<file path="src/rtl/core/qat_pkg.sv">
// ----------------------------------------------------------------------------
// qat_pkg: shared types and constants of the quoted argument tokenizer
// Result kinds, status codes, character codes and the bundle that carries
// all results of one input beat from the front end to the back end.
// ----------------------------------------------------------------------------
package qat_pkg;

    localparam int POS_W   = 10;
    localparam int SLOTS   = 4;
    localparam int CNT_W   = 3;

    // Result kinds.
    localparam logic [1:0] KIND_BYTE = 2'd0;
    localparam logic [1:0] KIND_WEND = 2'd1;
    localparam logic [1:0] KIND_STAT = 2'd2;

    // Line status codes.
    localparam logic [2:0] ST_OK       = 3'd0;
    localparam logic [2:0] ST_EMPTY    = 3'd1;
    localparam logic [2:0] ST_NONISO   = 3'd2;
    localparam logic [2:0] ST_EMPTYQ   = 3'd3;
    localparam logic [2:0] ST_UNPAIRED = 3'd4;

    // Characters with a meaning of their own.
    localparam logic [7:0] CH_QUOTE = 8'h22;
    localparam logic [7:0] CH_SPACE = 8'h20;
    localparam logic [7:0] CH_TAB   = 8'h09;

    localparam logic [POS_W-1:0] WORDS_CAP = 10'd1023;

    // Bundle queue between front and back end.
    localparam int QDEPTH = 4;
    localparam int QPTR_W = 2;
    localparam int QCNT_W = 3;

    typedef struct packed {
        logic [1:0] kind;
        logic [7:0] data;
    } qat_slot_t;

    typedef struct packed {
        logic [CNT_W-1:0]         count;
        qat_slot_t [SLOTS-1:0]    slot;
        logic [2:0]               status;
        logic [POS_W-1:0]         error_pos;
        logic [POS_W-1:0]         quote_pos;
        logic [POS_W-1:0]         word_total;
    } qat_bundle_t;

    // Queue status seen by its two users.
    typedef struct packed {
        logic full;
        logic empty;
    } qat_qstat_t;

endpackage

</file>
<file path="src/rtl/core/qat_front.sv">
// ----------------------------------------------------------------------------
// qat_front: character classifier and line state of the tokenizer
// Accepts one character beat per cycle while the queue has room, updates the quote
// and word state and builds a bundle of up to four results for the queue.
// ----------------------------------------------------------------------------
module qat_front #(
    parameter int MAX_LINE = 1024
) (
    input  logic                       aclk,
    input  logic                       aresetn,
    input  logic                       s_valid,
    output logic                       s_ready,
    input  logic [7:0]                 s_char_in,
    input  logic                       s_no_char,
    input  logic                       s_line_end,
    input  qat_pkg::qat_qstat_t        qstat,
    output logic                       push,
    output qat_pkg::qat_bundle_t       push_data
);

    localparam logic [qat_pkg::POS_W-1:0] POS_CAP =
        (MAX_LINE - 1 < 1023) ? qat_pkg::POS_W'(MAX_LINE - 1) : qat_pkg::POS_W'(1023);

    logic                        accept;
    logic                        in_quotes_reg, in_quotes_next;
    logic                        prev_space_reg, prev_space_next;
    logic                        close_pending_reg, close_pending_next;
    logic                        close_empty_reg, close_empty_next;
    logic                        word_open_reg, word_open_next;
    logic                        ws_pending_reg, ws_pending_next;
    logic [7:0]                  ws_char_reg, ws_char_next;
    logic [qat_pkg::POS_W-1:0]   char_pos_reg, char_pos_next;
    logic [qat_pkg::POS_W-1:0]   oq_pos_reg, oq_pos_next;
    logic [qat_pkg::POS_W-1:0]   words_reg, words_next;
    logic [2:0]                  err_code_reg, err_code_next;
    logic [qat_pkg::POS_W-1:0]   err_at_reg, err_at_next;
    logic [qat_pkg::CNT_W-1:0]   n;
    logic                        take_ok;
    logic                        upd_ps;
    qat_pkg::qat_bundle_t        bundle;

    // No beat is taken while reset is held.
    assign s_ready   = aresetn && !qstat.full;
    assign accept    = s_valid && s_ready;
    assign push      = accept && (bundle.count != '0);
    assign push_data = bundle;

    always_comb begin
        in_quotes_next     = in_quotes_reg;
        prev_space_next    = prev_space_reg;
        close_pending_next = close_pending_reg;
        close_empty_next   = close_empty_reg;
        word_open_next     = word_open_reg;
        ws_pending_next    = ws_pending_reg;
        ws_char_next       = ws_char_reg;
        char_pos_next      = char_pos_reg;
        oq_pos_next        = oq_pos_reg;
        words_next         = words_reg;
        err_code_next      = err_code_reg;
        err_at_next        = err_at_reg;
        bundle             = '0;
        n                  = '0;
        take_ok            = 1'b0;
        upd_ps             = 1'b0;

        if (!s_no_char) begin
            if (err_code_reg == qat_pkg::ST_OK) begin
                take_ok = 1'b1;
                // A closing quote seen last beat must be followed by a space.
                if (close_pending_reg) begin
                    close_pending_next = 1'b0;
                    if (s_char_in != qat_pkg::CH_SPACE) begin
                        err_code_next = qat_pkg::ST_NONISO;
                        take_ok       = 1'b0;
                    end else if (close_empty_reg) begin
                        err_code_next = qat_pkg::ST_EMPTYQ;
                        take_ok       = 1'b0;
                    end
                end
                if (take_ok) begin
                    upd_ps = 1'b1;
                    if (s_char_in == qat_pkg::CH_QUOTE) begin
                        if (in_quotes_reg) begin
                            in_quotes_next     = 1'b0;
                            ws_pending_next    = 1'b0;
                            err_at_next        = char_pos_reg;
                            close_pending_next = 1'b1;
                            if (word_open_reg) begin
                                bundle.slot[n[1:0]].kind = qat_pkg::KIND_WEND;
                                n = n + 3'd1;
                                if (words_next < qat_pkg::WORDS_CAP) begin
                                    words_next = words_next + 10'd1;
                                end
                                word_open_next   = 1'b0;
                                close_empty_next = 1'b0;
                            end else begin
                                close_empty_next = 1'b1;
                            end
                        end else if (!prev_space_reg) begin
                            err_code_next = qat_pkg::ST_NONISO;
                            err_at_next   = char_pos_reg;
                            upd_ps        = 1'b0;
                        end else begin
                            in_quotes_next = 1'b1;
                            oq_pos_next    = char_pos_reg;
                            word_open_next = 1'b0;
                        end
                    end else if (in_quotes_reg) begin
                        if (s_char_in == qat_pkg::CH_SPACE || s_char_in == qat_pkg::CH_TAB) begin
                            if (word_open_reg && !ws_pending_reg) begin
                                ws_pending_next = 1'b1;
                                ws_char_next    = s_char_in;
                            end
                        end else begin
                            if (ws_pending_reg) begin
                                bundle.slot[n[1:0]].kind = qat_pkg::KIND_BYTE;
                                bundle.slot[n[1:0]].data = ws_char_reg;
                                n = n + 3'd1;
                            end
                            ws_pending_next = 1'b0;
                            bundle.slot[n[1:0]].kind = qat_pkg::KIND_BYTE;
                            bundle.slot[n[1:0]].data = s_char_in;
                            n = n + 3'd1;
                            word_open_next = 1'b1;
                        end
                    end else if (s_char_in == qat_pkg::CH_SPACE) begin
                        if (word_open_reg) begin
                            bundle.slot[n[1:0]].kind = qat_pkg::KIND_WEND;
                            n = n + 3'd1;
                            if (words_next < qat_pkg::WORDS_CAP) begin
                                words_next = words_next + 10'd1;
                            end
                            word_open_next = 1'b0;
                        end
                    end else begin
                        bundle.slot[n[1:0]].kind = qat_pkg::KIND_BYTE;
                        bundle.slot[n[1:0]].data = s_char_in;
                        n = n + 3'd1;
                        word_open_next = 1'b1;
                    end
                    if (upd_ps) begin
                        prev_space_next = (s_char_in == qat_pkg::CH_SPACE);
                    end
                end
            end
            if (char_pos_reg < POS_CAP) begin
                char_pos_next = char_pos_reg + 10'd1;
            end
        end

        if (s_no_char || s_line_end) begin
            if (err_code_next == qat_pkg::ST_OK) begin
                if (close_pending_next && close_empty_next) begin
                    err_code_next = qat_pkg::ST_EMPTYQ;
                end else if (in_quotes_next) begin
                    err_code_next = qat_pkg::ST_UNPAIRED;
                    err_at_next   = oq_pos_next;
                end else begin
                    if (word_open_next) begin
                        bundle.slot[n[1:0]].kind = qat_pkg::KIND_WEND;
                        n = n + 3'd1;
                        if (words_next < qat_pkg::WORDS_CAP) begin
                            words_next = words_next + 10'd1;
                        end
                    end
                    if (words_next == '0) begin
                        err_code_next = qat_pkg::ST_EMPTY;
                        err_at_next   = '0;
                    end
                end
            end
            bundle.slot[n[1:0]].kind = qat_pkg::KIND_STAT;
            n = n + 3'd1;
            bundle.status     = err_code_next;
            bundle.error_pos  = (err_code_next != qat_pkg::ST_OK) ? err_at_next : '0;
            bundle.quote_pos  = oq_pos_next;
            bundle.word_total = words_next;
            // The line is done: back to the line-start state.
            in_quotes_next     = 1'b0;
            prev_space_next    = 1'b1;
            close_pending_next = 1'b0;
            close_empty_next   = 1'b0;
            word_open_next     = 1'b0;
            ws_pending_next    = 1'b0;
            ws_char_next       = '0;
            char_pos_next      = '0;
            oq_pos_next        = '0;
            words_next         = '0;
            err_code_next      = qat_pkg::ST_OK;
            err_at_next        = '0;
        end
        bundle.count = n;
    end

    always_ff @(posedge aclk) begin
        if (!aresetn) begin
            in_quotes_reg     <= 1'b0;
            prev_space_reg    <= 1'b1;
            close_pending_reg <= 1'b0;
            close_empty_reg   <= 1'b0;
            word_open_reg     <= 1'b0;
            ws_pending_reg    <= 1'b0;
            ws_char_reg       <= '0;
            char_pos_reg      <= '0;
            oq_pos_reg        <= '0;
            words_reg         <= '0;
            err_code_reg      <= qat_pkg::ST_OK;
            err_at_reg        <= '0;
        end else if (accept) begin
            in_quotes_reg     <= in_quotes_next;
            prev_space_reg    <= prev_space_next;
            close_pending_reg <= close_pending_next;
            close_empty_reg   <= close_empty_next;
            word_open_reg     <= word_open_next;
            ws_pending_reg    <= ws_pending_next;
            ws_char_reg       <= ws_char_next;
            char_pos_reg      <= char_pos_next;
            oq_pos_reg        <= oq_pos_next;
            words_reg         <= words_next;
            err_code_reg      <= err_code_next;
            err_at_reg        <= err_at_next;
        end
    end

    // Every line end produces a bundle that finishes with a status result.
    a_line_end_status: assert property (@(posedge aclk) disable iff (!aresetn)
        (accept && (s_no_char || s_line_end)) |->
            (push && bundle.slot[2'(bundle.count - 3'd1)].kind == qat_pkg::KIND_STAT))
        else $error("line end without a status result");

    // The pushed bundle never holds more results than it has slots.
    a_bundle_count: assert property (@(posedge aclk) disable iff (!aresetn)
        push |-> (bundle.count <= 3'(qat_pkg::SLOTS)))
        else $error("bundle overflow");

endmodule

</file>
<file path="src/rtl/core/qat_queue.sv">
// ----------------------------------------------------------------------------
// qat_queue: bundle queue between the front and back end
// A small register queue that lets the classifier and the serializer stall
// independently.
// ----------------------------------------------------------------------------
module qat_queue (
    input  logic                   aclk,
    input  logic                   aresetn,
    input  logic                   push,
    input  qat_pkg::qat_bundle_t   push_data,
    input  logic                   pop,
    output qat_pkg::qat_bundle_t   head,
    output qat_pkg::qat_qstat_t    qstat
);

    qat_pkg::qat_bundle_t         mem_reg [qat_pkg::QDEPTH];
    logic [qat_pkg::QPTR_W-1:0]   wr_ptr_reg, rd_ptr_reg;
    logic [qat_pkg::QCNT_W-1:0]   count_reg, count_next;

    assign head        = mem_reg[rd_ptr_reg];
    assign qstat.full  = (count_reg == qat_pkg::QCNT_W'(qat_pkg::QDEPTH));
    assign qstat.empty = (count_reg == '0);

    always_comb begin
        count_next = count_reg;
        if (push && !pop) begin
            count_next = count_reg + 3'd1;
        end else if (pop && !push) begin
            count_next = count_reg - 3'd1;
        end
    end

    always_ff @(posedge aclk) begin
        if (push) begin
            mem_reg[wr_ptr_reg] <= push_data;
        end
    end

    always_ff @(posedge aclk) begin
        if (!aresetn) begin
            wr_ptr_reg <= '0;
            rd_ptr_reg <= '0;
            count_reg  <= '0;
        end else begin
            if (push) begin
                wr_ptr_reg <= wr_ptr_reg + 2'd1;
            end
            if (pop) begin
                rd_ptr_reg <= rd_ptr_reg + 2'd1;
            end
            count_reg <= count_next;
        end
    end

    // Occupancy stays within the queue depth.
    a_count_range: assert property (@(posedge aclk) disable iff (!aresetn)
        count_reg <= qat_pkg::QCNT_W'(qat_pkg::QDEPTH))
        else $error("queue occupancy out of range");

    // Pointers stay apart by the occupancy, counted modulo the queue depth.
    a_ptr_track: assert property (@(posedge aclk) disable iff (!aresetn)
        (wr_ptr_reg - rd_ptr_reg) == count_reg[qat_pkg::QPTR_W-1:0])
        else $error("queue pointers out of step with occupancy");

endmodule

</file>
<file path="src/rtl/core/qat_back.sv">
// ----------------------------------------------------------------------------
// qat_back: result serializer of the tokenizer
// Walks the slots of the bundle at the queue head and sends one result beat
// per cycle while m_ready is high, marking the last result of each bundle.
// ----------------------------------------------------------------------------
module qat_back (
    input  logic                       aclk,
    input  logic                       aresetn,
    input  qat_pkg::qat_bundle_t       head,
    input  qat_pkg::qat_qstat_t        qstat,
    output logic                       pop,
    output logic                       m_valid,
    input  logic                       m_ready,
    output logic [1:0]                 m_kind,
    output logic [7:0]                 m_byte_out,
    output logic [2:0]                 m_status,
    output logic [qat_pkg::POS_W-1:0]  m_error_pos,
    output logic [qat_pkg::POS_W-1:0]  m_quote_pos,
    output logic [qat_pkg::POS_W-1:0]  m_word_total,
    output logic                       m_final_res
);

    logic [1:0]          idx_reg;
    logic                last;
    logic                is_stat;
    qat_pkg::qat_slot_t  cur;

    assign cur     = head.slot[idx_reg];
    assign last    = ({1'b0, idx_reg} == (head.count - 3'd1));
    assign is_stat = (cur.kind == qat_pkg::KIND_STAT);

    assign m_valid      = !qstat.empty;
    assign m_kind       = cur.kind;
    assign m_byte_out   = (cur.kind == qat_pkg::KIND_BYTE) ? cur.data : 8'd0;
    assign m_status     = is_stat ? head.status : 3'd0;
    assign m_error_pos  = is_stat ? head.error_pos : '0;
    assign m_quote_pos  = is_stat ? head.quote_pos : '0;
    assign m_word_total = is_stat ? head.word_total : '0;
    assign m_final_res  = last;
    assign pop          = m_valid && m_ready && last;

    always_ff @(posedge aclk) begin
        if (!aresetn) begin
            idx_reg <= '0;
        end else if (m_valid && m_ready) begin
            idx_reg <= last ? 2'd0 : idx_reg + 2'd1;
        end
    end

    // The slot pointer never runs past the bundle it is walking.
    a_idx_range: assert property (@(posedge aclk) disable iff (!aresetn)
        m_valid |-> ({1'b0, idx_reg} < head.count))
        else $error("slot index beyond bundle count");

endmodule

</file>
<file path="src/rtl/core/quoted_argument_tokenizer.sv">
// ----------------------------------------------------------------------------
// quoted_argument_tokenizer: command line word splitter with quote handling
// Takes one character beat per cycle while the bundle queue has room, streams
// word bytes and word ends, and closes each line with a status beat that
// carries positions and word count.
// Results of an accepted character wait in the bundle queue and leave from its head.
// Throughput: one character beat per cycle while each causes at most one result and
//   the output is ready; the result port sends one beat per cycle, one per result.
// The four-entry bundle queue between classifier and serializer absorbs these bursts.
// Reset: synchronous, active low; clears the line state to line start and empties the
//   queue; no clearing pass is needed, the block is ready as soon as reset is released.
module quoted_argument_tokenizer #(
    parameter int MAX_LINE = 1024
) (
    input  logic                       aclk,
    input  logic                       aresetn,
    // Character input channel.
    input  logic                       s_valid,
    output logic                       s_ready,
    input  logic [7:0]                 s_char_in,
    input  logic                       s_no_char,
    input  logic                       s_line_end,
    // Result output channel.
    output logic                       m_valid,
    input  logic                       m_ready,
    output logic [1:0]                 m_kind,
    output logic [7:0]                 m_byte_out,
    output logic [2:0]                 m_status,
    output logic [qat_pkg::POS_W-1:0]  m_error_pos,
    output logic [qat_pkg::POS_W-1:0]  m_quote_pos,
    output logic [qat_pkg::POS_W-1:0]  m_word_total,
    output logic                       m_final_res
);

    // The front end classifies every accepted character and packs all results
    // that it causes (at most four: a held whitespace byte, the character, a
    // word end and the line status) into one bundle.
    logic                  push;
    logic                  pop;
    qat_pkg::qat_bundle_t  push_data;
    qat_pkg::qat_bundle_t  head;
    qat_pkg::qat_qstat_t   qstat;

    qat_front #(
        .MAX_LINE (MAX_LINE)
    ) u_front (
        .aclk       (aclk),
        .aresetn    (aresetn),
        .s_valid    (s_valid),
        .s_ready    (s_ready),
        .s_char_in  (s_char_in),
        .s_no_char  (s_no_char),
        .s_line_end (s_line_end),
        .qstat      (qstat),
        .push       (push),
        .push_data  (push_data)
    );

    // Bundles wait here, so the input keeps flowing while the output is stalled
    // or busy with a multi-result bundle.
    qat_queue u_queue (
        .aclk      (aclk),
        .aresetn   (aresetn),
        .push      (push),
        .push_data (push_data),
        .pop       (pop),
        .head      (head),
        .qstat     (qstat)
    );

    // The back end sends the bundle at the head one result beat at a time and
    // releases it after its final beat.
    qat_back u_back (
        .aclk         (aclk),
        .aresetn      (aresetn),
        .head         (head),
        .qstat        (qstat),
        .pop          (pop),
        .m_valid      (m_valid),
        .m_ready      (m_ready),
        .m_kind       (m_kind),
        .m_byte_out   (m_byte_out),
        .m_status     (m_status),
        .m_error_pos  (m_error_pos),
        .m_quote_pos  (m_quote_pos),
        .m_word_total (m_word_total),
        .m_final_res  (m_final_res)
    );

endmodule

</file>
<file path="config.mk">
export PLATFORM = sky130hd
export DESIGN_NAME = quoted_argument_tokenizer
export DESIGN_NICKNAME = d
export VERILOG_FILES = /design/src/rtl/core/qat_pkg.sv /design/src/rtl/core/qat_front.sv /design/src/rtl/core/qat_queue.sv /design/src/rtl/core/qat_back.sv /design/src/rtl/core/quoted_argument_tokenizer.sv
export SDC_FILE = /design/constraint.sdc
export NUM_CORES = 1
export LEC_CHECK = 0
export BUFFER_PORTS_ARGS = -buffer_cell sky130_fd_sc_hd__buf_2
export CAP_MARGIN = 5
export CORE_ASPECT_RATIO = 1.4
export CORE_UTILIZATION = 57
export CTS_BUF_LIST = sky130_fd_sc_hd__clkbuf_4 sky130_fd_sc_hd__clkbuf_8
export CTS_CLUSTER_DIAMETER = 200
export CTS_CLUSTER_SIZE = 40
export DETAILED_ROUTE_END_ITERATION = 12
export PLACE_DENSITY = 0.78
export SLEW_MARGIN = 20
export SYNTH_ARGS = -nofsm -noshare
export SYNTH_HDL_FRONTEND = slang
export SYNTH_SLANG_ARGS = --single-unit
</file>
<file path="constraint.sdc">
create_clock -name aclk -period 8.53 [get_ports aclk]
set_input_delay 1.706 -clock aclk [delete_from_list [all_inputs] [get_ports aclk]]
set_output_delay 1.706 -clock aclk [all_outputs]
set_load 0.1 [all_outputs]
</file>
==> flow_summary.json <==
{
  "run_status": "completed",
  "vdd_drop_max_mv": 0.124,
  "overflow": 0,
  "leakagePower_nw": 4.84,
  "seq_area_frac_synth_pct": 60.5,
  "rows": 67,
  "core_area_um2": 24100,
  "critPathCaptureType": "flip-flop",
  "port_buffers": 59,
  "drc": 0,
  "vias": 8637,
  "stdcell_count": 1374,
  "synth_nets": 1065,
  "wl_per_cell_um": 21.6,
  "grt_pass1_vias": 8437,
  "cts_root_buf": "clkbuf_8",
  "p_seq_share_pct": 62.0,
  "cp_data_arrival_time_ps": 7390,
  "period_minus_slack_ps": 6890,
  "reg2reg_from": "u_front.err_code_reg[2]",
  "dr.pass1.iters": 5,
  "hpwl_mm": 21.0,
  "synthTopCellsByCount": "edfxtp_1, nor2_1, dfxtp_1",
  "required_ps": 9030,
  "finalWorstSetupSlack_ps": 1640,
  "fp.dieW_um": 135,
  "pre_cts_ws_ps": 1090,
  "r2r_setup_slack_ps": 2680,
  "synth_largest_type_area_fraction_pct": 50.9,
  "synthCells": 1032,
  "htreeDepth": 1,
  "synth_area_um2": 14200,
  "dp_cells": 1357,
  "hp-class": "flip-flop to flip-flop",
  "path_delay_family": "simple AND/OR/NAND/NOR gates",
  "nNetsFinal": 1093,
  "hold_buffers": 0,
  "max_stage_delay_ps": 780,
  "combPwrFrac_pct": 18.2,
  "swShare_pct": 29.4,
  "place.gp.congestion": 0.905,
  "crit_chain": "buf_2 > or4b_1 > nor4_1 > mux2i_1 > buf_4 > nor4b_2 > and2_1 > xnor2_1 > ha_1 > inv_1 > ha_1 > nor2_1 > nor3_1 > nor2_2 > ha_1 > inv_1 > fa_1 > xor2_1 > or3_1 > a21boi_0",
  "tightest_slew_ps": 976,
  "synth_top_cell_by_area": "edfxtp_1",
  "net-switching-power_mw": 0.802,
  "grt_use_total_pct": 24.0,
  "rsz0062_at_grt": "false",
  "ys_types": 76,
  "avgSynthCellArea_um2": 13.7,
  "fin_crit_sh_pct": 80.8,
  "antenna_cells": 0,
  "ys_warn_count": 0,
  "crit_start": "s_char_in[0]",
  "synth_edf_count": 240,
  "fill_cells": 1808,
  "numCtsBuffers": 11,
  "vias_per_cell": 6.29,
  "grt_pass1_wl_mm": 46.8,
  "antenna_found_initial": 0,
  "drive_gt1_share_pct": 19.5,
  "syn_to_final_growth_pct": 5.91,
  "worstPathMaxFanout": 15,
  "cts-resized-gates": 0,
  "largest_reg_flops": 240,
  "ys.flop_type": "edfxtp_1",
  "crit_top_cell": "ha_1",
  "postRouteAntennaNets": 0,
  "clock_sinks": 308,
  "finalMaxSlewViolations": 0,
  "postLayoutCellArea_um2": 15000,
  "initial_core_util_pct": 58.7,
  "maxSlewHeadroom_pct": 34.5,
  "die_h_um": 189,
  "insertion_delay_ps": 550,
  "ys_top_cells_by_area": "edfxtp_1, mux4_2, dfxtp_1",
  "drt-initial-drc-count": 869,
  "cts_tree": "yes",
  "clock_skew_ps": 21.5,
  "wirelength_mm": 29.7,
  "cts.clk_slew.worst_paths_ps": 220,
  "drv_cap": 0,
  "async_flop_share_pct": 0,
  "synth.most_common_cell": "edfxtp_1",
  "crit_buf_inv": 4,
  "post_cts_buffers": 0,
  "fin_tns_setup_ps": 0,
  "ios": 60,
  "internal_power_mw": 1.93,
  "start_kind": "input pin",
  "powerDensity_nw_per_um2": 182,
  "synth-seq-cells": 308,
  "die_area_um2": 25500,
  "hold_viol": 0,
  "grt_max_degree": 61,
  "hp-start": "u_front.ws_char_reg[5]",
  "cpMaxStageDelayCell": "or4b_1",
  "worstSetupPathType": "input pin to flip-flop",
  "cts_buffer_depth": 3,
  "clock.fmax_ghz": 0.145,
  "placed_cell_area_um2": 14800,
  "power_frac_clock_pct": 19.9,
  "setup_viol": 0
}
[worst paths after layout]
check | cells past startpoint | endpoint
hold reg to reg | 2 | u_front.ws_char_reg[5]
setup / recovery | 20 | u_queue.count_reg[2]
setup reg to reg | 19 | u_queue.count_reg[2]
hold / removal | 2 | u_front.ws_char_reg[5]
[cells in the final DEF (no fill, tap or decap), drive strengths merged, types with 3 or more instances in the layout]
cell / count
clkbuf: 16
o31ai: 3
mux2i: 26
and3: 9
xor2: 10
o21ai: 33
nor3: 24
inv: 19
dfxtp: 68
nand2: 54
nand2b: 7
xnor2: 10
and2: 34
and4: 4
nor2b: 68
ha: 18
a211oi: 4
a22o: 8
nand4: 12
nor4b: 6
o21a: 3
a31oi: 7
edfxtp: 240
mux2: 17
mux4: 62
a21oi: 29
a21boi: 9
a22oi: 31
nor2: 77
a41oi: 4
nor3b: 4
or3: 9
or4b: 3
nor4: 10
buf: 75
nand3: 17
a221oi: 3
or4: 4
or2: 3
[logic make-up (layout without fill, tap and decap cells)]
group                    count (synthesis)  in the layout  share of synthesized area (%)
AO/OA/AOI/OAI                          150            150                           7.53
flip-flops                             308            308                           60.5
adder cells (fa/ha/maj)                 19             19                           1.73
multiplexers                           105            105                           13.1
AND/OR/NAND/NOR                        351            351                           13.8
XOR/XNOR                                20             20                           1.24
buffers and inverters                   79            111                           2.19
[metrics by stage]
stage,utilization [%],power [mW],hold slack (ps)
3_3_place_gp,61.3,2.22,451
3_5_place_dp,61.3,2.23,462
4_1_cts,62.1,2.75,487
6_report,62.1,2.73,481
5_1_grt,62.1,2.82,505
2_1_floorplan,-,2.12,437
[power by group through the flow]
stage               combinational [mW]  sequential [mW]  clock (mW)
floorplan                        0.418             1.70           0
global placement                 0.495             1.72           0
detailed placement               0.500             1.73           0
CTS                              0.501             1.69       0.554
global route                     0.521             1.70       0.598
finish                           0.495             1.69       0.542
[worst register-to-register path: cells and delay by family (launching register included)]
family / cells / cell delay (ps)
simple gates: 8 / 3060
compound gates: 1 / 160
flops: 1 / 440
xor+xnor: 2 / 400
mux: 1 / 260
fa+ha+maj: 4 / 1130
buf+inv: 3 / 360
[layer usage]
layer	vias to the layer above	global-route usage (%)	routed length (µm)
li1	3978	-	-
met3	42	1.91	1450
met1	4351	32.8	12300
met5	-	0	0
met2	266	41.8	15400
met4	0	5.70	610
[cell type report]
class	count	area (µm²)	area share, %
sequential	308	8570	57.1
timing repair buffer	75	465	3.10
clock inverter	1	16.3	0.108
clock buffer	16	189	1.26
inverter	19	71.3	0.475
tap	310	388	2.59
multi-input combinational	645	5300	35.3
Note: power is estimated with default switching activity, not from simulation.
